`src/rtl/core/pdsl_pkg.sv`:
```
`default_nettype none
// ----------------------------------------------------------------------------
// pdsl_pkg - shared types and constants for the PID drive controller
// Field widths, configuration codes, drive modes and the per-word control tag.
// ----------------------------------------------------------------------------
package pdsl_pkg;

  // Parameter defaults
  localparam int POSITION_WIDTH_DEF     = 32;
  localparam int GAIN_FRACTION_BITS_DEF = 16;
  localparam int INTEGRAL_WIDTH_DEF     = 48;

  // Fixed field widths
  localparam int FIELD_W    = 32;
  localparam int VEL_W      = 16;
  localparam int POWER_W    = 16;
  localparam int POWER_FRAC = 15;
  localparam int GAIN_W     = 32;
  localparam int SLEW_W     = 16;
  localparam int BAND_W     = 31;
  localparam int SPEED_W    = 15;

  // Product datapath
  localparam int MAG_W  = 64;  // operand magnitude, split in two halves
  localparam int HALF_W = 32;
  localparam int PROD_W = 64;  // one partial product
  localparam int TERM_W = 61;  // saturated term magnitude, up to 2^60
  localparam int SUM_W  = 64;  // signed sum of three terms

  // Stream and configuration ports
  localparam int S_TDATA_W   = 136;
  localparam int M_TDATA_W   = 40;
  localparam int CFG_INDEX_W = 3;
  localparam int CFG_DATA_W  = 32;

  typedef enum logic [CFG_INDEX_W-1:0] {
    CFG_GAIN_P      = 3'd0,
    CFG_GAIN_I      = 3'd1,
    CFG_GAIN_D      = 3'd2,
    CFG_SLEW_STEP   = 3'd3,
    CFG_SETTLE_BAND = 3'd4,
    CFG_SPEED_LIMIT = 3'd5,
    CFG_GOAL        = 3'd6,
    CFG_MODE        = 3'd7
  } cfg_reg_t;

  typedef enum logic [1:0] {
    MODE_DRIVE = 2'd0,
    MODE_TURN  = 2'd1,
    MODE_SWING = 2'd2,
    MODE_HALT  = 2'd3
  } mode_t;

  // What the output stage does with a word
  typedef enum logic [1:0] {
    KIND_PID  = 2'd0,
    KIND_HALT = 2'd1,
    KIND_DONE = 2'd2
  } kind_t;

  typedef struct packed {
    logic  restart;
    kind_t kind;
  } ctl_t;

  typedef struct packed {
    logic signed [GAIN_W-1:0]  gain_p;
    logic signed [GAIN_W-1:0]  gain_i;
    logic signed [GAIN_W-1:0]  gain_d;
    logic        [SLEW_W-1:0]  slew_step;
    logic        [BAND_W-1:0]  settle_band;
    logic        [SPEED_W-1:0] speed_limit;
    logic signed [FIELD_W-1:0] goal;
    mode_t                     mode;
  } cfg_t;

endpackage
`default_nettype wire

```
`src/rtl/core/pdsl_state.sv`:
```
`default_nettype none
// ----------------------------------------------------------------------------
// pdsl_state - loop state and tick classification
// Holds the integral, last error and finished flag; classifies each tick.
// ----------------------------------------------------------------------------
module pdsl_state import pdsl_pkg::*; #(
  parameter int POSITION_WIDTH = POSITION_WIDTH_DEF,
  parameter int INTEGRAL_WIDTH = INTEGRAL_WIDTH_DEF
) (
  input  wire logic                        clk,
  input  wire logic                        rst,
  input  wire logic                        en_d,
  input  wire logic                        take,
  input  wire mode_t                       mode,
  input  wire logic                        restart_c,
  input  wire logic signed [POSITION_WIDTH-1:0] err_c,
  input  wire logic                        near_c,
  output ctl_t                             ctl_d,
  output logic signed [POSITION_WIDTH-1:0] err_d,
  output logic signed [INTEGRAL_WIDTH-1:0] esum_d,
  output logic signed [POSITION_WIDTH:0]   deriv_d
);

  localparam int PW = POSITION_WIDTH;
  localparam int IW = INTEGRAL_WIDTH;
  localparam int SW = ((IW > PW) ? IW : PW) + 1;
  localparam logic signed [IW-1:0] IMAX = {1'b0, {(IW-1){1'b1}}};
  localparam logic signed [IW-1:0] IMIN = {1'b1, {(IW-1){1'b0}}};

  logic signed [IW-1:0] error_sum;
  logic signed [PW-1:0] last_error;
  logic                 finished;

  logic signed [IW-1:0] es0, esum_new;
  logic signed [PW-1:0] le0;
  logic                 fin0;
  logic signed [SW-1:0] esum_full;
  logic                 esum_ovf;
  logic signed [PW:0]   deriv;
  kind_t                kind;

  // Restart clears the state before this tick uses it
  assign es0  = restart_c ? '0 : error_sum;
  assign le0  = restart_c ? '0 : last_error;
  assign fin0 = restart_c ? 1'b0 : finished;

  always_comb begin
    if (fin0) begin
      kind = KIND_DONE;
    end else if (mode == MODE_HALT) begin
      kind = KIND_HALT;
    end else if (near_c) begin
      kind = KIND_DONE;
    end else begin
      kind = KIND_PID;
    end
  end

  assign esum_full = SW'(es0) + SW'(err_c);
  assign esum_ovf  = (esum_full[SW-1:IW-1] != '0) && (esum_full[SW-1:IW-1] != '1);
  assign esum_new  = esum_ovf ? (esum_full[SW-1] ? IMIN : IMAX) : esum_full[IW-1:0];
  assign deriv     = (PW+1)'(err_c) - (PW+1)'(le0);

  always_ff @(posedge clk) begin
    if (rst) begin
      error_sum  <= '0;
      last_error <= '0;
      finished   <= 1'b0;
    end else if (take) begin
      error_sum  <= (kind == KIND_PID) ? esum_new : es0;
      last_error <= (kind == KIND_PID) ? err_c : le0;
      finished   <= (kind == KIND_DONE);
    end
  end

  always_ff @(posedge clk) begin
    if (en_d) begin
      ctl_d.restart <= restart_c;
      ctl_d.kind    <= kind;
      err_d         <= err_c;
      esum_d        <= esum_new;
      deriv_d       <= deriv;
    end
  end

endmodule
`default_nettype wire

```
`config.mk`:
```
export PLATFORM = sky130hd
export DESIGN_NAME = pdsl_state
export DESIGN_NICKNAME = d
export VERILOG_FILES = /design/src/rtl/core/pdsl_pkg.sv /design/src/rtl/core/pdsl_state.sv
export SDC_FILE = /design/constraint.sdc
export NUM_CORES = 1
export LEC_CHECK = 0
export ABC_AREA = 0
export BUFFER_PORTS_ARGS = -buffer_cell sky130_fd_sc_hd__buf_2
export CAP_MARGIN = 20
export CORE_MARGIN = 5
export CORE_UTILIZATION = 25
export CTS_CLUSTER_SIZE = 40
export DETAILED_ROUTE_END_ITERATION = 16
export GPL_TIMING_DRIVEN = 1
export PLACE_DENSITY = 0.45
export SLEW_MARGIN = 20
export SYNTH_ARGS = -nofsm -noshare
export SYNTH_HDL_FRONTEND = slang
export SYNTH_SLANG_ARGS = --single-unit
```
`constraint.sdc`:
```
create_clock -name clk -period 7.9 [get_ports clk]
set_input_delay 0.79 -clock clk [delete_from_list [all_inputs] [get_ports clk]]
set_output_delay 0.79 -clock clk [all_outputs]
set_load 0.02 [all_outputs]
```
==> results.ini <==
[yosys]
ys_seq_area_frac = 0.443
synth_most_common_cell = edfxtp_1
ys_top_cells_by_area = edfxtp_1 (30%), dfxtp_1 (14%), ha_1 (8.7%)
yosys.area.top_type = edfxtp_1
netlist_instances = 1206
synth_top_area_share = 0.302
syn_area_per_cell_um2 = 9.56
synth-edff-count = 116
ys_warn_count = 0
synth-seq-cells = 197
syn-num-nets = 1328
synth-async-reset-ratio = 0
synthesis.area_um2 = 11500
ys_top_cells_by_count = edfxtp_1 (116), nor2_1 (115), nand2_1 (108), a21oi_1 (96), o21ai_0 (88)
ys.flop_type = edfxtp_1
synth.distinct_cells = 68

[detailed_routing]
first_pass_iters = 4
wire_per_inst_um = 18.5
route.detailed.drc = 0
dr.first_iter.drc_count = 502
viasPerCell = 4.80
ant_nets = 0
vias = 9382
wirelength_um = 36100

[global_routing]
grt_usage = 0.141
grt_max_degree = 63
grt_pass1_wl_um = 55800
antenna_found_initial = 0
grt.overflow.total = 0
grt_pass1_vias = 9536

[clock_tree]
cts.sinks = 197
htree_levels = 4
cts_root_buffer = clkbuf_16
clk_pin_slew_ns = 0.07
numCtsBuffers = 17
postCtsSetupRepairBufs = 0
cts_resized = 0
hold_buffers = 0
clock_latency_ns = 0.47
cts_tree = built
clockBufferDepth = 2

[setup_path]
cp.buffers_inverters = 3
cp.arrival_ns = 5.24
r2r_cells = 14
crit_family = simple AND/OR/NAND/NOR gates
endpoint_kind = flop
cp_num_cells = 14
cp_slowest_stage_delay_ns = 0.89
crit_chain = buf_2 > buf_4 > nor2b_1 > ha_1 > a21oi_1 > o21ai_0 > o31ai_1 > a211oi_2 > or2_2 > a221oi_4 > buf_4 > and2_1 > nor2_1 > nor2_1
startpoint_type = input port
cp_slowest_cell = and2_1
critPathKind = in2reg
critPathMaxFanout = 31
required_ns = 8.23

[sta]
period_minus_slack_ns = 4.92
period_share = 0.622
timing.hold.ws_ns = 0.446
worst_pin_slew_ns = 1.09
rsz0062_at_grt = false
finalClockSkew_ns = 0.0184
slew_violations = 0
slew_headroom = 0.276
setup_viol = 0
setup_tns_ns = 0
hold_viol = 0
fmax_mhz = 203

[worst_hold_path]
hp-class = reg2reg
holdPathStages = 2

[layout]
area_growth_pct = 17.4
post-route-util = 0.298
nFillCells = 4888
drive_gt1_frac = 0.162
antennaDiodeCount = 0
nNetsFinal = 1463
fin_cells = 1954

[floorplan]
ios = 156
dieArea_um2 = 50500
start_util = 0.254
die_w_um = 225
core_area_um2 = 45500
std_cell_rows = 78
fp.dieH_um = 225

[run]
cap_violations = 0

[run_status]
status = finished, final reports clean

[power_and_ir_drop]
peakVddDrop_mv = 0.152
power_density_nw_per_um2 = 194
total_power_w = 0.00263
cellLeakagePower_nw = 5.51

[placed_design]
place_inst = 1922
place.gp.congestion = 0.932
dp_hpwl_um = 27400
port_buffers = 155

[worst paths after layout]
path | from | endpoint | slack [ns]
worst max-delay path | restart_c | esum_d[40] | 2.98
worst min-delay path | error_sum[42] | error_sum[42] | 0.45
worst max register to register | error_sum[0] | esum_d[40] | 3.55
worst min register to register | error_sum[42] | error_sum[42] | 0.45
[placed cells by master (no fill, tap or decap), drive strengths merged, types with 35 or more instances in the layout]
cell type	netlist	routed
xnor2	39	39
a22oi	35	35
o21ai	95	95
nor2	116	116
a21o	38	38
a21oi	97	97
nand2b	37	37
ha	80	80
edfxtp	116	116
nand2	108	108
buf	5	168
dfxtp	81	81
nor2b	62	62
[layout make-up]
type	instances	area (um^2)	area share
timing repair buffer	168	876	0.0647
sequential	197	5100	0.377
multi-input combinational	930	6130	0.453
clock inverter	8	62.6	0.00462
clock buffer	24	515	0.0381
inverter	27	101	0.00749
tap	600	751	0.0554
[registers in the layout, indices dropped and copies added (netlist names)]
name        flops
ctl_d           3
deriv_d        33
finished        1
last_error     32
err_d          32
error_sum      48
esum_d         48
[worst min-delay path, delay by kind of cell (launching register included)]
| family | cells | cell delay [ns] |
|---|---|---|
| DFF | 1 | 0.32 |
| AOI/OAI and AO/OA | 1 | 0.05 |
| and+or+nand+nor | 1 | 0.04 |
[power by group]
group / switching, W / leakage, nW / internal [W]
Combinational: 0.000365 / 3.42 / 0.000183
Sequential: 0.0000273 / 1.80 / 0.00118
Clock: 0.000408 / 0.288 / 0.000462
Total: 0.000800 / 5.51 / 0.00183
[stage by stage]
stage	cell area (um^2)	setup slack, ns
6_report	13500	2.98
5_1_grt	13500	2.64
4_1_cts	13500	2.97
3_5_place_dp	13000	2.48
3_3_place_gp	13000	2.56
2_1_floorplan	11500	3.87
[kinds of logic after synthesis]
family                   after synthesis  synth area share
flip-flops                           197             0.443
XOR/XNOR                              59            0.0448
multiplexers                           4           0.00347
AND/OR/NAND/NOR                      390             0.162
adder cells (fa/ha/maj)               90            0.0972
AO/OA/AOI/OAI                        387             0.223
buffers and inverters                 79            0.0270
[per-layer routing]
metal  up-vias  global-route usage  routed length [um]
met5         -                   0                   0
li1       4692                   -                   -
met2       162               0.243               17600
met1      4489               0.180               16500
met4         0              0.0434                 695
met3        39              0.0274                1260
Power figures use the tool's default switching activity.
