## config.mk

```make
export PLATFORM = sky130hd
export DESIGN_NAME = pdsl_term
export DESIGN_NICKNAME = d
export VERILOG_FILES = /design/src/rtl/core/pdsl_pkg.sv /design/src/rtl/core/pdsl_term.sv
export SDC_FILE = /design/constraint.sdc
export NUM_CORES = 2
export LEC_CHECK = 0
export ABC_AREA = 1
export BUFFER_PORTS_ARGS = -buffer_cell sky130_fd_sc_hd__buf_2
export CORE_MARGIN = 5
export CORE_UTILIZATION = 25
export DETAILED_ROUTE_END_ITERATION = 7
export HOLD_SLACK_MARGIN = 0.06
export PLACE_DENSITY = 0.47
export SYNTH_ARGS = -nofsm -noshare
export SYNTH_HDL_FRONTEND = slang
export SYNTH_SLANG_ARGS = --single-unit
```

## constraint.sdc

```tcl
create_clock -name clk -period 20.4 [get_ports clk]
set_input_delay 3.06 -clock clk [delete_from_list [all_inputs] [get_ports clk]]
set_output_delay 3.06 -clock clk [all_outputs]
set_load 0.01 [all_outputs]
```

## src/rtl/core/pdsl_pkg.sv

```systemverilog
`default_nettype none
// ----------------------------------------------------------------------------
// pdsl_pkg - shared types and constants for the PID drive controller
// Field widths, configuration codes, drive modes and the per-word control tag.
// ----------------------------------------------------------------------------
package pdsl_pkg;

  // Parameter defaults
  localparam int POSITION_WIDTH_DEF     = 32;
  localparam int GAIN_FRACTION_BITS_DEF = 16;
  localparam int INTEGRAL_WIDTH_DEF     = 48;

  // Fixed field widths
  localparam int FIELD_W    = 32;
  localparam int VEL_W      = 16;
  localparam int POWER_W    = 16;
  localparam int POWER_FRAC = 15;
  localparam int GAIN_W     = 32;
  localparam int SLEW_W     = 16;
  localparam int BAND_W     = 31;
  localparam int SPEED_W    = 15;

  // Product datapath
  localparam int MAG_W  = 64;  // operand magnitude, split in two halves
  localparam int HALF_W = 32;
  localparam int PROD_W = 64;  // one partial product
  localparam int TERM_W = 61;  // saturated term magnitude, up to 2^60
  localparam int SUM_W  = 64;  // signed sum of three terms

  // Stream and configuration ports
  localparam int S_TDATA_W   = 136;
  localparam int M_TDATA_W   = 40;
  localparam int CFG_INDEX_W = 3;
  localparam int CFG_DATA_W  = 32;

  typedef enum logic [CFG_INDEX_W-1:0] {
    CFG_GAIN_P      = 3'd0,
    CFG_GAIN_I      = 3'd1,
    CFG_GAIN_D      = 3'd2,
    CFG_SLEW_STEP   = 3'd3,
    CFG_SETTLE_BAND = 3'd4,
    CFG_SPEED_LIMIT = 3'd5,
    CFG_GOAL        = 3'd6,
    CFG_MODE        = 3'd7
  } cfg_reg_t;

  typedef enum logic [1:0] {
    MODE_DRIVE = 2'd0,
    MODE_TURN  = 2'd1,
    MODE_SWING = 2'd2,
    MODE_HALT  = 2'd3
  } mode_t;

  // What the output stage does with a word
  typedef enum logic [1:0] {
    KIND_PID  = 2'd0,
    KIND_HALT = 2'd1,
    KIND_DONE = 2'd2
  } kind_t;

  typedef struct packed {
    logic  restart;
    kind_t kind;
  } ctl_t;

  typedef struct packed {
    logic signed [GAIN_W-1:0]  gain_p;
    logic signed [GAIN_W-1:0]  gain_i;
    logic signed [GAIN_W-1:0]  gain_d;
    logic        [SLEW_W-1:0]  slew_step;
    logic        [BAND_W-1:0]  settle_band;
    logic        [SPEED_W-1:0] speed_limit;
    logic signed [FIELD_W-1:0] goal;
    mode_t                     mode;
  } cfg_t;

endpackage
`default_nettype wire

```

## src/rtl/core/pdsl_term.sv

```systemverilog
`default_nettype none
// ----------------------------------------------------------------------------
// pdsl_term - one saturated gain times operand product
// Sign and magnitude split, two 32x32 partial products, recombine and
// saturate the magnitude at 2^60.
// ----------------------------------------------------------------------------
module pdsl_term import pdsl_pkg::*; #(
  parameter int OPERAND_WIDTH = INTEGRAL_WIDTH_DEF
) (
  input  wire logic                       clk,
  input  wire logic                       en_e,
  input  wire logic                       en_f,
  input  wire logic                       en_g,
  input  wire logic signed [GAIN_W-1:0]   gain,
  input  wire logic signed [OPERAND_WIDTH-1:0] operand,
  output logic        [TERM_W-1:0]        mag_g,
  output logic                            neg_g
);

  localparam logic [TERM_W-1:0] TERM_LIMIT = {1'b1, {(TERM_W-1){1'b0}}};

  logic signed [MAG_W-1:0] op_x;
  logic        [MAG_W-1:0] omag;
  logic        [GAIN_W-1:0] gmag;

  assign op_x = MAG_W'(operand);
  assign omag = op_x[MAG_W-1] ? (~op_x + 1'b1) : op_x;
  assign gmag = gain[GAIN_W-1] ? (~gain + 1'b1) : gain;

  // Stage E: magnitudes and product sign
  logic [MAG_W-1:0]  omag_e;
  logic [GAIN_W-1:0] gmag_e;
  logic              neg_e;

  always_ff @(posedge clk) begin
    if (en_e) begin
      omag_e <= omag;
      gmag_e <= gmag;
      neg_e  <= gain[GAIN_W-1] ^ operand[OPERAND_WIDTH-1];
    end
  end

  // Stage F: partial products
  logic [PROD_W-1:0] lo_f, hi_f;
  logic              neg_f;

  always_ff @(posedge clk) begin
    if (en_f) begin
      lo_f  <= gmag_e * omag_e[HALF_W-1:0];
      hi_f  <= gmag_e * omag_e[MAG_W-1:HALF_W];
      neg_f <= neg_e;
    end
  end

  logic [PROD_W+HALF_W-1:0] full;
  logic                     sat;

  assign full = {hi_f, {HALF_W{1'b0}}} + (PROD_W+HALF_W)'(lo_f);
  assign sat  = (|full[PROD_W+HALF_W-1:TERM_W]) ||
                (full[TERM_W-1] && (|full[TERM_W-2:0]));

  // Stage G: saturated magnitude
  always_ff @(posedge clk) begin
    if (en_g) begin
      mag_g <= sat ? TERM_LIMIT : full[TERM_W-1:0];
      neg_g <= neg_f;
    end
  end

endmodule
`default_nettype wire

```

==> out/results.tsv <==
metric	value	unit
status	completed	
Slowest-stage cell, CP	buf_4	
mux contribution to synthesized area	0	%
max cap viols	0	
ys flop type	edfxtp_1	
Final min period	8.390	ns
first-pass GRT wire length	421700	um
vias in the first global route	68375	
Max clock buf depth	3	
Die H	590.6	um
clk slew on worst S/H paths	0.06	ns
CP cell instances	buf_4 > buf_4 > nand2_1 > fa_1 > fa_1 > fa_1 > fa_1 > inv_1 > fa_1 > fa_1 > fa_1 > inv_1 > fa_1 > inv_1 > ha_1 > nand2_1 > nor2_1 > inv_1 > nor4_1 > nand3_1 > nand3_1 > a31oi_1 > xnor2_1	
Area growth syn-to-layout	8.431	%
clk_lat worst skew	0.68	ns
CP Data Required Time	20.78	ns
largest net degree at the start of global routing	81	
Post-Syn Area	84280	um2
post-synthesis sequential area ratio	10.26	%
Fin Clk Skew	0.05822	ns
input/output buffers	145	
initial antenna violation count	11	
DRC	0	
Ports	146	
max frequency	119.2	MHz
post-synthesis average cell area	7.938	um2
CP Launch Type	flop	
Global Route Usage Sum	15.76	%
most used cell, CP	fa_1	
DP Wirelength	217900	um
1st-iter DRT viols	4117	
Simple-Gate Fraction of Synth Area	16.45	%
cts repair resizes	0	
asr flop ratio synth	0	%
RSZ-0062 raised after global routing	no	
final net count	12959	
Final Cycle Share	41.13	%
Post-synth EDFFs	288	
CTS tree	yes	
total core area	336300	um2
Crit Path Max Fanout	48	
Final Max Tran Viols	0	
CTS buffer count	42	
global route overflow	0	
htree depth	2	
layout cells sized above 1	4.208	%
die area	348800	um2
Setup Fix Bufs, Post-CTS	0	
CTS root buf	clkbuf_16	
Synth Area in Compound Gates	2.889	%
Hold-fix buffers, CTS	0	
CP delay by family, top	adder cells	
critical path arrival	8.77	ns
Slew HR	33.92	%
Via density	4.193	
Setup CP Type	reg2reg	
cell count after synthesis	10617	
Final Hold Vio Count	0	
Starting Density	25.06	%
post-synthesis xor/xnor area fraction	2.338	%
RePlAce Congestion	0.8767	
slew of the pin with the lowest slew margin	0.9912	ns
Antenna Nets Post-Route	0	
# rows	213	
slowest stage delay, CP	0.75	ns
Distinct cells, synth	48	
via count	63176	
buffers and inverters on the worst path	6	
Die W	590.6	um
Setup Total Neg Slack	0	ns
Critical Path Sink Type	flop	
Hold Crit Class	reg2reg	
#FFs+latches synth	288	
WL final	270200	um
largest family of logic cells by synthesized area	adder cells	
DRT Pass-1 Iters	5	
clock sinks	288	
Yosys Warn Count	0	
DR WL/cell	17.93	um
Post-Synth Adder-Cell Area	50.90	%
Final Setup Violations	0	
[final timing paths]
path / start / end / slack (ns) / cells after the start
max: gmag_e[28]$_DFFE_PP_ / hi_f[50]$_DFFE_PP_ / 12.01 / 23
min: lo_f[9]$_DFFE_PP_ / mag_g[9]$_SDFFCE_PP0P_ / 0.56 / 2
min reg2reg: lo_f[9]$_DFFE_PP_ / mag_g[9]$_SDFFCE_PP0P_ / 0.56 / 2
max reg2reg: gmag_e[28]$_DFFE_PP_ / hi_f[50]$_DFFE_PP_ / 12.01 / 23
[metal layers]
layer	global-route usage (%)	part of all wire, %	vias up
met2	25.59	45	1545
met1	22.39	47	31782
met5	0	0.0026	-
met4	3.234	2.2	2
li1	-	-	29618
met3	2.200	5.5	229
[logic make-up after synthesis]
family	Yosys count
and+or+nand+nor	3486
AOI/OAI and AO/OA	426
other	1
buffers and inverters	3838
xor gates and xnor gates	225
adders and majority gates	2353
DFF	288
[synthesized netlist by cell type (4+ instances only)]
library cell / number / area [um2]
nand2_1: 2766 / 10380
nand2_2: 6 / 37.54
nor4_1: 21 / 131.4
inv_1: 3403 / 12770
buf_1: 106 / 397.9
nand3b_1: 10 / 75.07
o21ai_0: 107 / 535.5
nor2_2: 72 / 450.4
and3_1: 4 / 25.02
nand4_1: 46 / 287.8
a21o_1: 16 / 120.1
edfxtp_1: 288 / 8648
nor3_1: 48 / 240.2
xnor2_1: 76 / 665.6
ha_1: 560 / 7007
o21ai_1: 7 / 35.03
nand3_2: 4 / 40.04
a21oi_1: 178 / 890.9
o211ai_1: 7 / 52.55
o21bai_1: 16 / 120.1
nand3_1: 132 / 660.6
nor2_1: 353 / 1325
a211oi_1: 4 / 30.03
a31oi_1: 38 / 237.7
or2_2: 7 / 43.79
clkbuf_1: 319 / 1197
xor2_1: 149 / 1305
a21boi_0: 8 / 60.06
fa_1: 1793 / 35890
o31ai_1: 5 / 37.54
o21a_1: 28 / 210.2
nor3_2: 5 / 50.05
buf_6: 6 / 67.56
[stage by stage]
| stage | instance area, um2 | util, % | instances | setup WS (ns) | hold slack (ns) |
|---|---|---|---|---|---|
| final | 91380 | 27.17 | 15068 | 12.01 | 0.5630 |
| after detailed placement | 90060 | 26.78 | 14993 | 12.03 | 0.5607 |
| after global routing | 91380 | 27.17 | 15068 | 11.65 | 0.5942 |
| after global placement | 90060 | 26.78 | 14993 | 12.04 | 0.5612 |
| after CTS | 91380 | 27.17 | 15067 | 12.01 | 0.5704 |
| after floorplan | 84330 | - | 10632 | 13.59 | 0.4003 |
[state kept, by name (all words and copies together), names as in the netlist]
register / flops
hi_f: 64
neg_f: 1
neg_e: 1
neg_g: 1
omag_e: 64
lo_f: 64
gmag_e: 32
mag_g: 61
[placed cells by master (no fill, tap or decap), drive strengths merged, types with 5 or more instances in the layout]
master	instances
clkinvlp	5
buf	279
o211ai	7
nand2	2772
nor2	427
o21bai	16
o31ai	5
inv	3409
nand3b	12
nand4	46
xor2	149
nand3	137
edfxtp	288
ha	560
xnor2	76
conb	16
a21boi	8
o21a	28
nor3	54
a21o	16
o21ai	115
clkbuf	52
clkinv	11
fa	1793
or2	10
nor4	21
a31oi	38
a21oi	178
[worst register-to-register path, stage by stage (launching register included)]
cell	delay, ns
edfxtp_1	0.32
buf_4	0.30
buf_4	0.76
nand2_1	0.22
fa_1	0.56
fa_1	0.54
fa_1	0.52
fa_1	0.51
inv_1	0.05
fa_1	0.58
fa_1	0.44
fa_1	0.49
inv_1	0.05
fa_1	0.60
inv_1	0.07
ha_1	0.44
nand2_1	0.14
nor2_1	0.22
inv_1	0.09
nor4_1	0.56
nand3_1	0.19
nand3_1	0.21
a31oi_1	0.12
xnor2_1	0.14
[layout make-up]
class,count,area [um2]
fillers,37039,244900
inverters,3405,12780
clock inverters,22,229.0
flip-flops and latches,288,8648
repair buffers,279,1753
well taps,4515,5649
diodes,1,2.502
clock buffers,52,1089
multi-input cells,6506,61230
Power is left out: the tool's default activity adds up to more than one toggle a clock period on the data nets, which glitch-free logic cannot reach.
