$ cat config.mk
export PLATFORM = sky130hd
export DESIGN_NAME = pdsl_front
export DESIGN_NICKNAME = d
export VERILOG_FILES = /design/src/rtl/core/pdsl_pkg.sv /design/src/rtl/core/pdsl_front.sv
export SDC_FILE = /design/constraint.sdc
export NUM_CORES = 1
export LEC_CHECK = 0
export BUFFER_PORTS_ARGS = -buffer_cell sky130_fd_sc_hd__buf_2
export CAP_MARGIN = 20
export CORE_ASPECT_RATIO = 0.9
export CORE_MARGIN = 2
export CORE_UTILIZATION = 28
export DETAILED_ROUTE_END_ITERATION = 8
export PLACE_DENSITY = 0.56
export SETUP_SLACK_MARGIN = 0.2
export SLEW_MARGIN = 20
export SYNTH_ARGS = -nofsm -noshare
export SYNTH_HDL_FRONTEND = slang
export SYNTH_SLANG_ARGS = --single-unit
$ cat constraint.sdc
create_clock -name clk -period 5.3 [get_ports clk]
set_clock_uncertainty 0.1 [all_clocks]
set_input_delay 0.265 -clock clk [delete_from_list [all_inputs] [get_ports clk]]
set_output_delay 0.265 -clock clk [all_outputs]
set_load 0.05 [all_outputs]
$ cat src/rtl/core/pdsl_pkg.sv
`default_nettype none
// ----------------------------------------------------------------------------
// pdsl_pkg - shared types and constants for the PID drive controller
// Field widths, configuration codes, drive modes and the per-word control tag.
// ----------------------------------------------------------------------------
package pdsl_pkg;

  // Parameter defaults
  localparam int POSITION_WIDTH_DEF     = 32;
  localparam int GAIN_FRACTION_BITS_DEF = 16;
  localparam int INTEGRAL_WIDTH_DEF     = 48;

  // Fixed field widths
  localparam int FIELD_W    = 32;
  localparam int VEL_W      = 16;
  localparam int POWER_W    = 16;
  localparam int POWER_FRAC = 15;
  localparam int GAIN_W     = 32;
  localparam int SLEW_W     = 16;
  localparam int BAND_W     = 31;
  localparam int SPEED_W    = 15;

  // Product datapath
  localparam int MAG_W  = 64;  // operand magnitude, split in two halves
  localparam int HALF_W = 32;
  localparam int PROD_W = 64;  // one partial product
  localparam int TERM_W = 61;  // saturated term magnitude, up to 2^60
  localparam int SUM_W  = 64;  // signed sum of three terms

  // Stream and configuration ports
  localparam int S_TDATA_W   = 136;
  localparam int M_TDATA_W   = 40;
  localparam int CFG_INDEX_W = 3;
  localparam int CFG_DATA_W  = 32;

  typedef enum logic [CFG_INDEX_W-1:0] {
    CFG_GAIN_P      = 3'd0,
    CFG_GAIN_I      = 3'd1,
    CFG_GAIN_D      = 3'd2,
    CFG_SLEW_STEP   = 3'd3,
    CFG_SETTLE_BAND = 3'd4,
    CFG_SPEED_LIMIT = 3'd5,
    CFG_GOAL        = 3'd6,
    CFG_MODE        = 3'd7
  } cfg_reg_t;

  typedef enum logic [1:0] {
    MODE_DRIVE = 2'd0,
    MODE_TURN  = 2'd1,
    MODE_SWING = 2'd2,
    MODE_HALT  = 2'd3
  } mode_t;

  // What the output stage does with a word
  typedef enum logic [1:0] {
    KIND_PID  = 2'd0,
    KIND_HALT = 2'd1,
    KIND_DONE = 2'd2
  } kind_t;

  typedef struct packed {
    logic  restart;
    kind_t kind;
  } ctl_t;

  typedef struct packed {
    logic signed [GAIN_W-1:0]  gain_p;
    logic signed [GAIN_W-1:0]  gain_i;
    logic signed [GAIN_W-1:0]  gain_d;
    logic        [SLEW_W-1:0]  slew_step;
    logic        [BAND_W-1:0]  settle_band;
    logic        [SPEED_W-1:0] speed_limit;
    logic signed [FIELD_W-1:0] goal;
    mode_t                     mode;
  } cfg_t;

endpackage
`default_nettype wire

$ cat src/rtl/core/pdsl_front.sv
`default_nettype none
// ----------------------------------------------------------------------------
// pdsl_front - input register, measured position and error
// Picks the wheel average or the heading, forms the saturated error and the
// settle check against band and speed limit.
// ----------------------------------------------------------------------------
module pdsl_front import pdsl_pkg::*; #(
  parameter int POSITION_WIDTH = POSITION_WIDTH_DEF
) (
  input  wire logic                        clk,
  input  wire logic                        en_a,
  input  wire logic                        en_b,
  input  wire logic                        en_c,
  input  wire cfg_t                        cfg,
  input  wire logic                        restart,
  input  wire logic signed [FIELD_W-1:0]   left_position,
  input  wire logic signed [FIELD_W-1:0]   right_position,
  input  wire logic signed [FIELD_W-1:0]   heading,
  input  wire logic signed [VEL_W-1:0]     left_velocity,
  input  wire logic signed [VEL_W-1:0]     right_velocity,
  output logic                             restart_c,
  output logic signed [POSITION_WIDTH-1:0] err_c,
  output logic                             near_c
);

  localparam int PW = POSITION_WIDTH;
  localparam int DW = ((PW > FIELD_W) ? PW : FIELD_W) + 1;
  localparam int NW = ((PW > BAND_W) ? PW : BAND_W) + 1;
  localparam logic signed [PW-1:0] PMAX = {1'b0, {(PW-1){1'b1}}};
  localparam logic signed [PW-1:0] PMIN = {1'b1, {(PW-1){1'b0}}};

  // Stage A: input register
  logic                      a_restart;
  logic signed [FIELD_W-1:0] a_lpos, a_rpos, a_head;
  logic signed [VEL_W-1:0]   a_lvel, a_rvel;

  always_ff @(posedge clk) begin
    if (en_a) begin
      a_restart <= restart;
      a_lpos    <= left_position;
      a_rpos    <= right_position;
      a_head    <= heading;
      a_lvel    <= left_velocity;
      a_rvel    <= right_velocity;
    end
  end

  // Take the low bits when narrower, zero-extend when wider
  logic signed [PW-1:0] lp_w, rp_w, hd_w;
  if (PW <= FIELD_W) begin : g_narrow
    assign lp_w = a_lpos[PW-1:0];
    assign rp_w = a_rpos[PW-1:0];
    assign hd_w = a_head[PW-1:0];
  end else begin : g_wide
    assign lp_w = {{(PW-FIELD_W){1'b0}}, a_lpos};
    assign rp_w = {{(PW-FIELD_W){1'b0}}, a_rpos};
    assign hd_w = {{(PW-FIELD_W){1'b0}}, a_head};
  end

  logic signed [PW:0]    pair_sum;
  logic signed [VEL_W:0] lim_pos, lim_neg, lv_x, rv_x;
  logic                  vel_ok;

  assign pair_sum = (PW+1)'(lp_w) + (PW+1)'(rp_w);
  assign lim_pos  = $signed({2'b00, cfg.speed_limit});
  assign lim_neg  = -lim_pos;
  assign lv_x     = (VEL_W+1)'(a_lvel);
  assign rv_x     = (VEL_W+1)'(a_rvel);
  // A velocity of full negative scale never passes
  assign vel_ok   = (lv_x <= lim_pos) && (lv_x >= lim_neg) &&
                    (rv_x <= lim_pos) && (rv_x >= lim_neg);

  // Stage B: position
  logic                 b_restart;
  logic signed [PW-1:0] b_pos;
  logic                 b_vel_ok;

  always_ff @(posedge clk) begin
    if (en_b) begin
      b_restart <= a_restart;
      // dropping the low bit of the sum floors the average
      b_pos     <= (cfg.mode == MODE_DRIVE) ? pair_sum[PW:1] : hd_w;
      b_vel_ok  <= vel_ok;
    end
  end

  logic signed [DW-1:0] diff;
  logic                 ovf;
  logic signed [PW-1:0] err;
  logic signed [NW-1:0] err_x, band_pos, band_neg;

  assign diff     = DW'(cfg.goal) - DW'(b_pos);
  assign ovf      = (diff[DW-1:PW-1] != '0) && (diff[DW-1:PW-1] != '1);
  assign err      = ovf ? (diff[DW-1] ? PMIN : PMAX) : diff[PW-1:0];
  assign err_x    = NW'(err);
  assign band_pos = $signed(NW'(cfg.settle_band));
  assign band_neg = -band_pos;

  // Stage C: error and settle check
  always_ff @(posedge clk) begin
    if (en_c) begin
      restart_c <= b_restart;
      err_c     <= err;
      near_c    <= (err_x <= band_pos) && (err_x >= band_neg) && b_vel_ok;
    end
  end

endmodule
`default_nettype wire

==> qor.csv <==
stage;metric;value;unit
sta;fin crit share;0.953;
floorplan;Core Area;0.0476;mm2
critical_path;Worst Path Max Fanout;6;
drt;routed vias;11200;
critical_path;R2R setup slack;0.25;ns
synthesis;Post-Synthesis Cells;1262;
cells_and_area;Post-Layout Cell Count;2350;
clocking;Clock Sinks;197;
hold_path;WHS Path Cells;4;
place;IO Port Bufs;246;
power;Lkg Pwr;7.95;nW
power;Switching Fraction;0.386;
global_route;initial antenna violation count;7;
sta;Hold Slack;0.300;ns
cells_and_area;Fillers;4632;
cells_and_area;most frequent cells in the layout;245 x buf_2, 197 x edfxtp_1, 183 x ha_1;
clocking;H-tree lvl count;4;
global_route;pin count of the biggest net entering global routing;76;
cells_and_area;fin nets;2230;
sta;unrepaired setup endpoints after global routing;true;
drt;Final ANT Viol Nets;0;
cells_and_area;Synth-to-Final Area Change;35.7;%
global_route;Top Usage Layer GRT;met2;
critical_path;Reg2Reg Depth;27;
global_route;grt met1 use;0.208;
critical_path;CP Class;reg2reg;
drt;TritonRoute pass-1 iters;5;
synthesis;Ys Warns;0;
global_route;vias in the first global route;11300;
outcome;status;finished, final reports clean;
power;net switching power;2.46;mW
sta;Rel. slew slack;0.353;
power;total chip power;6.39;mW
floorplan;Initial Utilization;0.282;
run;maxcap violations;0;
power;clock share of power;0.205;
sta;Total Neg Setup Slack;0;ns
synthesis;Yosys reg bits;197;
clocking;CTS tree;done;
synthesis;Seq/Total Area, Yosys;0.441;
cells_and_area;commonest non-fill, non-tap cell in the layout;buf_2;
synthesis;Main synth FF type;edfxtp_1;
clocking;root buf cell;clkbuf_16;
drt;initial DRC count;579;
place;HPWL Detailed;30300;um
global_route;first-pass GRT wire length;60800;um
cells_and_area;Multi-input gate area;0.00736;mm2
cells_and_area;layout cells sized above 1;0.245;
global_route;gr usage total;0.158;
hold_path;hold wc startpoint;cfg[0];
hold_path;HP Class;in2reg;
floorplan;DIE AREA;0.0497;mm2
clocking;later-pin clock latency in the skew report;0.49;ns
global_route;grt total ovfl;0;
synthesis;Synth Area per Inst;10.6;um2
power;VDD IR max;0.246;mV
drt;DR WL/cell;16.6;um
sta;Final Hold Vio Count;0;
sta;Worst Tran Pin Value;0.971;ns
critical_path;r2r endpoint;near_c$_DFFE_PP_;
cells_and_area;Final Util;0.383;
sta;f_max;198;MHz
cells_and_area;flip-flop and latch area;0.00592;mm2
critical_path;Critical Path RT;5.55;ns
global_route;grt met3 use;0.0334;
drt;DRC viols;0;
synthesis;Netlist cell types;67;
clocking;Num CTS Buffers;17;
power;Logic pwr share;0.474;
critical_path;Setup crit end kind;flip-flop;
synthesis;Post-synth EDFFs;197;
floorplan;Die H;212;um
place;# placed instances;2167;
drt;via/cell ratio;4.75;
synthesis;ys async rst share;0;
power;sequential share of power;0.322;
power;cell internal pwr;3.93;mW
floorplan;Die W;235;um
floorplan;# IOs;359;
place;Placer Congestion;0.905;
clocking;CTS max path bufs;2;
floorplan;placement row count;76;
sta;final setup vio count;0;
synthesis;Mapped Nets;1781;
critical_path;start of the worst register-to-register path;b_pos[0]$_DFFE_PP_;
sta;Slew Viols, Final;0;
synthesis;post-synthesis cell area;0.0134;mm2
hold_path;hold worst-path end;b_pos[29]$_DFFE_PP_;
clocking;Worst-path clk slew;0.08;ns
critical_path;Startpoint Class;flip-flop;
sta;fin crit period;5.05;ns
power;Pwr Density;351;mW/mm2
global_route;met2 usage in global routing;0.252;
drt;Post-Route WL;38900;um
critical_path;Critical Path AT;5.30;ns
## metrics by stage
step	cell area [um2]	setup slack (ns)
final	18200	0.251
after global routing	18200	-0.00984
after CTS	18200	0.200
after detailed placement	15800	-0.208
after global placement	15800	-0.144
after floorplan	13400	0.259
## power by group through the flow
stage / Clock, mW / Sequential [mW] / Combinational (mW)
2_1_floorplan: 0 / 2.39 / 1.36
3_3_place_gp: 0 / 2.09 / 2.53
3_5_place_dp: 0 / 2.09 / 2.58
4_1_cts: 1.36 / 2.06 / 2.99
5_1_grt: 1.41 / 2.08 / 3.34
6_report: 1.31 / 2.05 / 3.03
## cells by family after synthesis
group	after synthesis	synth area share
muxes	1	0.000838
AOI/OAI and AO/OA	346	0.166
DFF	197	0.441
buffers and inverters	123	0.0347
and+or+nand+nor	311	0.117
adders and majority gates	194	0.182
xor gates and xnor gates	90	0.0587
## cells in the mapped netlist (all sizes together) (6+ instances only)
cell / count / area (um2)
edfxtp: 197 / 5920
ha: 192 / 2400
inv: 106 / 398
o21ai: 96 / 480
a21oi: 87 / 435
nand2: 83 / 312
nor2: 67 / 254
a21o: 63 / 473
xnor2: 61 / 534
nand4: 36 / 225
xor2: 29 / 254
nand3: 25 / 125
nor3: 23 / 120
o21a: 18 / 135
nor2b: 16 / 100
clkbuf: 13 / 48.8
nand2b: 13 / 81.3
nor4: 12 / 87.6
o211ai: 12 / 90.1
o31ai: 11 / 96.3
a211oi: 10 / 75.1
and3: 9 / 56.3
o21bai: 8 / 60.1
or4: 6 / 56.3
## repair_timing
| item | in CTS | in global routing |
|---|---|---|
| buffers inserted | 14 | 2 |
| hold endpoints to repair | 138 | 0 |
| resized for setup | 61 | 8 |
| hold buffers | 130 | 0 |
| gates cloned | 3 | 0 |
| pin swaps | 27 | 11 |
| setup endpoints to repair | 1 | 1 |
## sequential cells by signal, summed over array words and instances (netlist names)
name,count
err_c,32
a_rvel,16
b_pos,32
near_c,1
b_vel_ok,1
b_restart,1
a_rpos,32
a_lvel,16
a_lpos,32
restart_c,1
a_head,32
a_restart,1
## metal layers
metal,part of all wire,vias to the layer above
met5,0.0011,-
met4,0.027,10
met3,0.044,59
met2,0.45,256
met1,0.47,5191
li1,-,5645
## layout make-up
class,instances,share of cell area
clock buffers,18,0.0235
flip-flops and latches,197,0.325
inverters,107,0.0222
multi-input cells,942,0.404
clock inverters,14,0.00872
repair buffers,446,0.174
well taps,624,0.0428
diodes,2,0.000275
## worst max-delay path by stage
stage / from / end / slack, ns / cells after the start
2_1_floorplan: b_pos[0]$_DFFE_PP_ / near_c$_DFFE_PP_ / 0.26 / 26
3_3_place_gp: cfg[2] / near_c$_DFFE_PP_ / -0.14 / 28
3_5_place_dp: cfg[2] / near_c$_DFFE_PP_ / -0.21 / 26
4_1_cts: b_pos[0]$_DFFE_PP_ / near_c$_DFFE_PP_ / 0.20 / 25
5_1_grt: b_pos[0]$_DFFE_PP_ / near_c$_DFFE_PP_ / -0.01 / 27
6_report: b_pos[0]$_DFFE_PP_ / near_c$_DFFE_PP_ / 0.25 / 27
## critical path: stages, from the launching register on
cell and delay [ns]:
edfxtp_1 0.38, ha_2 0.21, inv_1 0.07, fa_2 0.20, a211oi_2 0.07, o21a_1 0.22, o31ai_4 0.24, or2_4 0.17
a31oi_4 0.08, o221a_4 0.24, o41ai_4 0.25, nand3_2 0.15, buf_4 0.16, buf_4 0.13, buf_4 0.12, buf_4 0.12
buf_4 0.12, buf_4 0.12, buf_4 0.12, ha_1 0.19, or2_4 0.27, ha_4 0.28, o21ai_0 0.10, nor3_1 0.14
o221ai_1 0.15, a221o_1 0.28, o21ai_1 0.07, o41a_1 0.15
Power figures use the tool's default switching activity.
