===== src/rtl/core/pdsl_pkg.sv =====
`default_nettype none
// ----------------------------------------------------------------------------
// pdsl_pkg - shared types and constants for the PID drive controller
// Field widths, configuration codes, drive modes and the per-word control tag.
// ----------------------------------------------------------------------------
package pdsl_pkg;

  // Parameter defaults
  localparam int POSITION_WIDTH_DEF     = 32;
  localparam int GAIN_FRACTION_BITS_DEF = 16;
  localparam int INTEGRAL_WIDTH_DEF     = 48;

  // Fixed field widths
  localparam int FIELD_W    = 32;
  localparam int VEL_W      = 16;
  localparam int POWER_W    = 16;
  localparam int POWER_FRAC = 15;
  localparam int GAIN_W     = 32;
  localparam int SLEW_W     = 16;
  localparam int BAND_W     = 31;
  localparam int SPEED_W    = 15;

  // Product datapath
  localparam int MAG_W  = 64;  // operand magnitude, split in two halves
  localparam int HALF_W = 32;
  localparam int PROD_W = 64;  // one partial product
  localparam int TERM_W = 61;  // saturated term magnitude, up to 2^60
  localparam int SUM_W  = 64;  // signed sum of three terms

  // Stream and configuration ports
  localparam int S_TDATA_W   = 136;
  localparam int M_TDATA_W   = 40;
  localparam int CFG_INDEX_W = 3;
  localparam int CFG_DATA_W  = 32;

  typedef enum logic [CFG_INDEX_W-1:0] {
    CFG_GAIN_P      = 3'd0,
    CFG_GAIN_I      = 3'd1,
    CFG_GAIN_D      = 3'd2,
    CFG_SLEW_STEP   = 3'd3,
    CFG_SETTLE_BAND = 3'd4,
    CFG_SPEED_LIMIT = 3'd5,
    CFG_GOAL        = 3'd6,
    CFG_MODE        = 3'd7
  } cfg_reg_t;

  typedef enum logic [1:0] {
    MODE_DRIVE = 2'd0,
    MODE_TURN  = 2'd1,
    MODE_SWING = 2'd2,
    MODE_HALT  = 2'd3
  } mode_t;

  // What the output stage does with a word
  typedef enum logic [1:0] {
    KIND_PID  = 2'd0,
    KIND_HALT = 2'd1,
    KIND_DONE = 2'd2
  } kind_t;

  typedef struct packed {
    logic  restart;
    kind_t kind;
  } ctl_t;

  typedef struct packed {
    logic signed [GAIN_W-1:0]  gain_p;
    logic signed [GAIN_W-1:0]  gain_i;
    logic signed [GAIN_W-1:0]  gain_d;
    logic        [SLEW_W-1:0]  slew_step;
    logic        [BAND_W-1:0]  settle_band;
    logic        [SPEED_W-1:0] speed_limit;
    logic signed [FIELD_W-1:0] goal;
    mode_t                     mode;
  } cfg_t;

endpackage
`default_nettype wire


===== src/rtl/core/pdsl_out.sv =====
`default_nettype none
// ----------------------------------------------------------------------------
// pdsl_out - PID sum, Q1.15 conversion, slew limit and side mapping
// Holds the last power and the output register.
// ----------------------------------------------------------------------------
module pdsl_out import pdsl_pkg::*; #(
  parameter int GAIN_FRACTION_BITS = GAIN_FRACTION_BITS_DEF
) (
  input  wire logic               clk,
  input  wire logic               rst,
  input  wire logic               en_h,
  input  wire logic               en_q,
  input  wire logic               en_o,
  input  wire logic               load_o,
  input  wire cfg_t               cfg,
  input  wire ctl_t               ctl_g,
  input  wire logic [TERM_W-1:0]  mag_p,
  input  wire logic               neg_p,
  input  wire logic [TERM_W-1:0]  mag_i,
  input  wire logic               neg_i,
  input  wire logic [TERM_W-1:0]  mag_d,
  input  wire logic               neg_d,
  output logic signed [POWER_W-1:0] left_power,
  output logic signed [POWER_W-1:0] right_power,
  output logic                    done_res
);

  localparam int GFB = GAIN_FRACTION_BITS;
  localparam int VW  = GFB + 2;
  localparam int QW  = POWER_W + 1;
  localparam int LW  = POWER_W + 2;
  localparam logic signed [SUM_W-1:0] UNITY     = SUM_W'(1) << GFB;
  localparam logic signed [SUM_W-1:0] NEG_UNITY = -UNITY;
  localparam logic signed [QW-1:0] QMAX = {2'b00, {(POWER_W-1){1'b1}}};
  localparam logic signed [POWER_W-1:0] PMAX = {1'b0, {(POWER_W-1){1'b1}}};
  localparam logic signed [POWER_W-1:0] PMIN = {1'b1, {(POWER_W-1){1'b0}}};

  function automatic logic signed [SUM_W-1:0] apply_sign(input logic neg,
                                                         input logic [TERM_W-1:0] m);
    logic signed [SUM_W-1:0] x;
    x = $signed(SUM_W'(m));
    return neg ? -x : x;
  endfunction

  // Stage H: PID sum
  logic signed [SUM_W-1:0] sum_h;
  ctl_t                    ctl_h;

  always_ff @(posedge clk) begin
    if (en_h) begin
      sum_h <= apply_sign(neg_p, mag_p) + apply_sign(neg_i, mag_i) +
               apply_sign(neg_d, mag_d);
      ctl_h <= ctl_g;
    end
  end

  // Clamp to plus or minus one, then rescale to Q1.15
  logic signed [SUM_W-1:0] v_c;
  logic signed [VW-1:0]    v_n;
  logic signed [QW-1:0]    r;

  assign v_c = (sum_h > UNITY) ? UNITY : ((sum_h < NEG_UNITY) ? NEG_UNITY : sum_h);
  assign v_n = v_c[VW-1:0];

  if (GFB >= POWER_FRAC) begin : g_shr
    logic signed [VW-1:0] v_sh;
    assign v_sh = v_n >>> (GFB - POWER_FRAC);
    assign r    = v_sh[QW-1:0];
  end else begin : g_shl
    assign r = QW'(v_n) <<< (POWER_FRAC - GFB);
  end

  // Stage Q: unlimited power
  logic signed [POWER_W-1:0] p_q;
  ctl_t                      ctl_q;

  always_ff @(posedge clk) begin
    if (en_q) begin
      p_q   <= (r > QMAX) ? PMAX : r[POWER_W-1:0];
      ctl_q <= ctl_h;
    end
  end

  logic signed [POWER_W-1:0] last_power;
  logic signed [POWER_W-1:0] base, p_s;
  logic signed [LW-1:0]      slew_x, up_x, dn_x, p_x, lim_x;
  logic                      slew_on, goal_pos;

  assign base     = ctl_q.restart ? '0 : last_power;
  assign slew_x   = $signed(LW'(cfg.slew_step));
  assign up_x     = LW'(base) + slew_x;
  assign dn_x     = LW'(base) - slew_x;
  assign p_x      = LW'(p_q);
  assign slew_on  = (cfg.slew_step != '0);
  assign lim_x    = (slew_on && (p_x > up_x)) ? up_x :
                    ((slew_on && (p_x < dn_x)) ? dn_x : p_x);
  // the limited value sits between p_q and base, so it fits
  assign p_s      = lim_x[POWER_W-1:0];
  assign goal_pos = (cfg.goal > 0);

  logic signed [POWER_W-1:0] left_next, right_next;
  logic                      done_next;

  always_comb begin
    left_next  = '0;
    right_next = '0;
    done_next  = 1'b0;
    case (ctl_q.kind)
      KIND_PID: begin
        left_next  = p_s;
        right_next = p_s;
        if (cfg.mode == MODE_TURN) begin
          right_next = (p_s == PMIN) ? PMAX : -p_s;
        end else if (cfg.mode == MODE_SWING) begin
          if (goal_pos) begin
            left_next = '0;
          end else begin
            right_next = '0;
          end
        end
      end
      KIND_DONE: done_next = 1'b1;
      default:   done_next = 1'b0;
    endcase
  end

  always_ff @(posedge clk) begin
    if (rst) begin
      last_power <= '0;
    end else if (load_o) begin
      if (ctl_q.kind == KIND_PID) begin
        last_power <= p_s;
      end else if (ctl_q.restart) begin
        last_power <= '0;
      end
    end
  end

  // Stage O: output register
  always_ff @(posedge clk) begin
    if (en_o) begin
      left_power  <= left_next;
      right_power <= right_next;
      done_res    <= done_next;
    end
  end

endmodule
`default_nettype wire


===== config.mk =====
export PLATFORM = sky130hd
export DESIGN_NAME = pdsl_out
export DESIGN_NICKNAME = d
export VERILOG_FILES = /design/src/rtl/core/pdsl_pkg.sv /design/src/rtl/core/pdsl_out.sv
export SDC_FILE = /design/constraint.sdc
export NUM_CORES = 1
export LEC_CHECK = 0
export BUFFER_PORTS_ARGS = -buffer_cell sky130_fd_sc_hd__buf_4
export CAP_MARGIN = 20
export CORE_MARGIN = 5
export CORE_UTILIZATION = 60
export DETAILED_ROUTE_END_ITERATION = 8
export GPL_ROUTABILITY_DRIVEN = 0
export PLACE_DENSITY = 0.88
export SLEW_MARGIN = 20
export SYNTH_ARGS = -nofsm -noshare
export SYNTH_HDL_FRONTEND = slang
export SYNTH_SLANG_ARGS = --single-unit

===== constraint.sdc =====
create_clock -name clk -period 16.1 [get_ports clk]
set_clock_uncertainty 0.15 [all_clocks]
set_input_delay 4.83 -clock clk [delete_from_list [all_inputs] [get_ports clk]]
set_output_delay 4.83 -clock clk [all_outputs]
set_load 0.005 [all_outputs]

==> results.cfg, run 1 <==
[global_routing]
grtUsageTotal_pct = 29.84
grt_start_max_net_pins = 68
grt_pass1_wl_microns = 77420
grt_overflow_total = 0
grt_pass1_vias = 16020
antenna_found_initial = 3

[finish]
layout-drive-gt1-share_pct = 16.67
final_common_cell = buf_4
diodes = 0
fin_util_pct = 71.29
syn_to_final_growth_pct = 17.18
final_cell_mix = buf_4, xnor2_1, nand2_1
final_cells = 2573
fillers = 2034
layout.nets = 2759

[yosys]
synth_edf_count = 119
synthFlopType = edfxtp_1
synth_mux_area_share_pct = 1.602
synthAdderAreaFrac_pct = 17.02
synth_area_per_cell_sq_um = 8.714
syn_inst = 1945
ys_seq_elements = 135
synth-compound-area-share_pct = 21.25
async_flop_share_pct = 0
ys_seq_area_share_pct = 22.97
synth_nets = 2522
synthTopCellsByArea = edfxtp_1, xnor2_1, ha_1
synth-xor-area-share_pct = 14.23
synth_top_family_by_area = compound AO/OA/AOI/OAI gates
synthSimpleGateAreaFrac_pct = 19.04
synth_top_area_share_pct = 21.08
ys_types = 92
synth_area_sq_um = 16950
yosys.area.top_type = edfxtp_1
yosys_warnings = 0

[placement]
port_buffers = 277
placedCellCount = 2540
dp_hpwl_microns = 39990
dp_slack_ns = 3.835

[pwr]
max-vdd-ir-drop_uv = 61.74
p_sw_w = 0.0009109
swShare_pct = 41.47
leakagePower_nw = 7.961
clkPwrFrac_pct = 17.7
powerDensity_nw_per_um2 = 110.6
comb_power_share_pct = 54.3
seqPwrFrac_pct = 27.9
p_int_w = 0.001285

[die]
core-area_sq_um = 27860
die_y_microns = 178.1
ios = 420
die_w_microns = 178.1
die_area_sq_um = 31710
rows = 61
start_util_pct = 60.84

[route]
drt_wl_total_microns = 48780
drtPass1Iterations = 6
vias = 16330
post_drt_wl_per_cell_microns = 18.96
viasPerCell = 6.348
met1_length_microns = 19110
drt-initial-drc-count = 1637
route.met2.wl_microns = 23570
dr.max_layer_used = met5
met3WireLength_microns = 4088
route.detailed.drc = 0
route.antenna.remaining_nets = 0

[critical_path]
cp-end-kind = flip-flop
critPathLaunchType = input port
worstPathArrival_ns = 12.06
path_class = in -> reg
worstPathMaxFanout = 15
rr_worst_depth = 29
cp.required_ns = 16.14

[sta]
tightest_slew_ns = 1.218
min_period_over_period_pct = 74.65
slew-limit-headroom_pct = 18.10
grt_setup_unrepaired = no
setup_tns_ns = 0
maxSlewViolCount = 0
setup_viol = 0
final.min_clock_period_ns = 12.02
setup_ws_ns = 4.081
max_freq_mhz = 83.20
hold_viol = 0

[clock_network]
cts_buffer_depth = 2
post_cts_buffers = 0
htreeDepth = 4
cts_root_buf = clkbuf_16
clock-sinks = 135
clk_latency_ns = 0.42
cts-hold-fix-buffers = 0
post_cts_resized = 0
clk_pin_slew_ns = 0.06
cts_made_buffers = 17
cts_tree = yes

[min_path]
hold_class = reg -> reg
holdPathStages = 0

[outcome]
status = complete, no violations

[flow_run]
maxCapViolCount = 0
-- final timing paths --
kind,start,endpoint,slack [ns]
setup / recovery,cfg[80],right_power[4],4.08
hold / removal,ctl_h[0],ctl_q[0],0.27
setup reg to reg,ctl_q[2],right_power[4],7.55
hold reg to reg,ctl_h[0],ctl_q[0],0.27
-- area by class of cell --
| type | count | area (sq um) | share of cell area (%) |
|---|---|---|---|
| multi-input combinational | 1646 | 12400 | 62.45 |
| timing repair buffer | 282 | 2117 | 10.66 |
| clock buffer | 21 | 493.0 | 2.482 |
| inverter | 100 | 375.4 | 1.890 |
| sequential | 135 | 3894 | 19.61 |
| tap | 378 | 473.0 | 2.381 |
| clock inverter | 11 | 106.4 | 0.5355 |
-- kinds of logic after synthesis --
logic type	after synthesis
compound gates	536
flops	135
xor+xnor	273
mux	26
buf+inv	164
simple gates	619
fa+ha+maj	192
-- Yosys cell counts, types with 14 or more instances --
| cell type | instances |
|---|---|
| nand2_1 | 150 |
| o31ai_1 | 59 |
| nor2_1 | 127 |
| nor4_1 | 52 |
| mux2i_1 | 17 |
| clkbuf_1 | 44 |
| or4_1 | 28 |
| nor2b_1 | 30 |
| o41ai_1 | 33 |
| nand2b_1 | 39 |
| nand4_1 | 36 |
| ha_1 | 125 |
| o21bai_1 | 18 |
| edfxtp_1 | 119 |
| xor2_1 | 32 |
| nor3_1 | 33 |
| a21oi_1 | 124 |
| o21ai_0 | 117 |
| dfxtp_1 | 16 |
| a21o_1 | 40 |
| or3_1 | 34 |
| inv_1 | 100 |
| fa_1 | 65 |
| xnor2_1 | 239 |
| a22oi_1 | 14 |
| nand3_1 | 33 |
-- through the flow --
step                      area (sq um)  hold WS, ns  power (W)
after floorplan                  16950       0.2503   0.001435
after global placement           19250       0.2557   0.001728
after detailed placement         19250       0.2552   0.001775
after CTS                        19850       0.2693   0.002173
after global routing             19860       0.2848   0.002338
final                            19860       0.2676   0.002196
-- power by group through the flow --
stage                     combinational, W  clock [W]  sequential [W]
after CTS                          0.00117   0.000391        0.000612
after global placement             0.00112          0        0.000612
after detailed placement           0.00116          0        0.000616
final                              0.00119   0.000389        0.000614
after global routing               0.00130   0.000409        0.000626
after floorplan                   0.000845          0        0.000591
-- sequential cells by signal, summed over array words and instances, names as in the netlist --
signal       flops
sum_h           64
last_power      16
left_power      16
p_q             16
right_power     16
ctl_h            3
ctl_q            3
done_res         1
-- worst max-delay path, cell delays in order --
cell and delay (ns):
buf_4 0.14, ha_1 0.22, fa_1 0.40, nand2b_1 0.13, a221oi_1 0.15, or2_2 0.34, maj3_1 0.35, mux2_2 0.26
o22a_1 0.19, xor2_1 0.39, ha_1 0.24, a21oi_1 0.08, o21ai_0 0.25, a211oi_1 0.14, a211oi_1 0.26, mux2i_1 0.15
a32oi_1 0.20, nor2_1 0.11, nor3_2 0.44, buf_4 0.33, mux2i_1 0.62, ha_1 0.36, nand3_1 0.26, nor4_2 0.70
a21oi_1 0.13, o21ai_0 0.36
-- routing by layer --
metal	global-route usage [%]	up-vias
met3	5.786	152
met1	36.40	7615
met2	51.74	873
li1	-	7688
met4	12.28	6
met5	0	-
(Power assumes the default switching activity.)
==> run 2: changes to the inputs <==
--- a/config.mk
+++ b/config.mk
@@ -8,10 +8,10 @@
 export BUFFER_PORTS_ARGS = -buffer_cell sky130_fd_sc_hd__buf_4
 export CAP_MARGIN = 20
 export CORE_MARGIN = 5
-export CORE_UTILIZATION = 60
+export CORE_UTILIZATION = 51
 export DETAILED_ROUTE_END_ITERATION = 8
 export GPL_ROUTABILITY_DRIVEN = 0
-export PLACE_DENSITY = 0.88
+export PLACE_DENSITY = 0.8
 export SLEW_MARGIN = 20
 export SYNTH_ARGS = -nofsm -noshare
 export SYNTH_HDL_FRONTEND = slang
==> constraint.sdc (replaced) <==
create_clock -name clk -period 10.7 [get_ports clk]
set_clock_uncertainty 0.15 [all_clocks]
set_input_delay 3.21 -clock clk [delete_from_list [all_inputs] [get_ports clk]]
set_output_delay 3.21 -clock clk [all_outputs]
set_load 0.005 [all_outputs]
==> run 2 against run 1 <==
Sequential share of layout area shrank 0.17 points. Worst hold slack gained 0.044 ns. Global-route usage shrank 2.7 points. First-iteration DRC count shrank 10%. Die area grew 17%. Combinational power grew 55%. Critical endpoint is now sum_h[56].
==> results.cfg, run 2 (synthesis gave the netlist of run 1 again) <==
[die]
start_util_pct = 51.83
die_area_sq_um = 36980
rows = 66
ios = 420
die_w_microns = 192.3
core-area_sq_um = 32700
die_y_microns = 192.3

[critical_path]
reg2reg_from = ctl_q[2]
cp.required_ns = 10.72
cp-end-kind = flip-flop
rrSetupSlack_ns = 2.53
rr_worst_depth = 28
worstPathMaxFanout = 5
r2r-end = right_power[4]
critPathLaunchType = input port
crit_chain = buf_4 -> or3_1 -> or3_1 -> or4_1 -> or3_1 -> inv_1 -> nand2_1 -> or3_1 -> or3_1 -> nand2_1 -> xnor2_1 -> fa_1 -> ha_1 -> and3_1 -> o21ai_0 -> nor3_1 -> a311oi_1 -> o41a_1 -> o31a_1 -> o21ai_0 -> nand3_1 -> o21ai_0 -> a21oi_1 -> xnor2_1
max_stage_delay_ns = 0.56
crit_buf_inv = 2
critical_path.top_delay_family = simple AND/OR/NAND/NOR gates
cp_common_cell = or3_1
crit_slowest_cell = or4_1
worstPathArrival_ns = 10.07
path_class = in -> reg

[route]
vias = 16370
drt_wl_total_microns = 51160
route.antenna.remaining_nets = 0
viasPerCell = 6.171
route.detailed.drc = 0
post_drt_wl_per_cell_microns = 19.28
drtPass1Iterations = 6
drt-initial-drc-count = 1468

[clock_network]
post_cts_resized = 0
cts_tree = yes
htreeDepth = 4
post_cts_buffers = 0
clk_pin_slew_ns = 0.06
cts_made_buffers = 17
clk_latency_ns = 0.44
cts_buffer_depth = 2
cts-hold-fix-buffers = 0
cts_root_buf = clkbuf_16
clock-sinks = 135

[min_path]
hold_class = reg -> reg
holdPathEnd = ctl_q[2]
min_from = ctl_h[2]
holdPathStages = 0

[global_routing]
grt_overflow_total = 0
grtUsageTotal_pct = 27.12
grt_start_max_net_pins = 68
grt_pass1_wl_microns = 81310
antenna_found_initial = 2
grt_pass1_vias = 16160

[sta]
hold_viol = 0
setup_viol = 0
setup_tns_ns = 0
final.min_clock_period_ns = 10.05
slew-limit-headroom_pct = 29.74
min_period_over_period_pct = 93.95
max_freq_mhz = 99.48
maxSlewViolCount = 0
grt_setup_unrepaired = no
tightest_slew_ns = 1.052

[finish]
largest_register_ffs = 64
top_register = sum_h
layout-drive-gt1-share_pct = 17.33
syn_to_final_growth_pct = 18.23
layout.nets = 2774
final_cells = 2653
final_cell_mix = buf_4, xnor2_1, nand2_1
fin_area_sq_um = 20040
final_common_cell = buf_4

[placement]
place_area_sq_um = 19450
port_buffers = 277
dp_hpwl_microns = 42310
placedCellCount = 2620

[pwr]
powerDensity_nw_per_um2 = 166.1
max-vdd-ir-drop_uv = 106.1
leakagePower_nw = 8.017

[flow_run]
maxCapViolCount = 0

[outcome]
status = complete, no violations
## run 2: cell types whose count changed in the layout (fill, tap and decap cells not counted), moves of 2 or more
cell        previous run  this run
inv_8                  0         5
buf_4                282       297
clkinvlp_4             0         2
inv_6                  2         5
inv_4                  3         0
clkinv_4               4         0
clkinv_8               0         2
clkbuf_16             19        17
## run 2: stage by stage
stage | power [W] | util, % | worst slack [ns] | hold WS (ns)
CTS | 0.003297 | 61.25 | 0.7739 | 0.3080
global placement | 0.002658 | 59.48 | 0.4924 | 0.2873
finish | 0.003329 | 61.28 | 0.6475 | 0.3111
detailed placement | 0.002723 | 59.48 | 0.3863 | 0.2677
global route | 0.003560 | 61.27 | 0.2062 | 0.3195
floorplan | 0.002160 | - | 1.310 | 0.2503
## run 2: layout make-up
| type | instances | area, sq um |
|---|---|---|
| multi-input cells | 1646 | 12410 |
| clock inverters | 15 | 152.6 |
| clock buffers | 17 | 425.4 |
| fillers | 2838 | 12660 |
| flip-flops and latches | 135 | 3894 |
| diodes | 1 | 2.502 |
| repair buffers | 297 | 2230 |
| well taps | 442 | 553.0 |
| inverters | 100 | 375.4 |
## run 2: worst max path at each step
stage          slack (ns)              to  cells after the start      from
4_1_cts              0.77       sum_h[56]                     24  mag_p[5]
2_1_floorplan        1.31       sum_h[59]                     21  mag_p[5]
3_5_place_dp         0.39       sum_h[56]                     24  mag_p[5]
3_3_place_gp         0.49       sum_h[62]                     24  mag_p[5]
6_report             0.65       sum_h[56]                     24  mag_p[5]
5_1_grt              0.21  right_power[4]                     26   cfg[80]
## run 2: power breakdown
| part | leakage [nW] | switching [W] | internal (W) | total (W) |
|---|---|---|---|---|
| sequential | 1.31 | 0.0000983 | 0.000819 | 0.000918 |
| clock | 0.280 | 0.000260 | 0.000310 | 0.000571 |
| combinational | 6.43 | 0.00106 | 0.000785 | 0.00184 |
| total | 8.02 | 0.00141 | 0.00191 | 0.00333 |
## run 2: metal layers
| layer | wire length (microns) | GRT usage [%] | share of wire [%] |
|---|---|---|---|
| met1 | 20580 | 34.16 | 40 |
| met2 | 24390 | 46.59 | 48 |
| met3 | 4909 | 6.585 | 9.6 |
| met4 | 1278 | 7.433 | 2.5 |
| met5 | 7 | 0 | 0.014 |
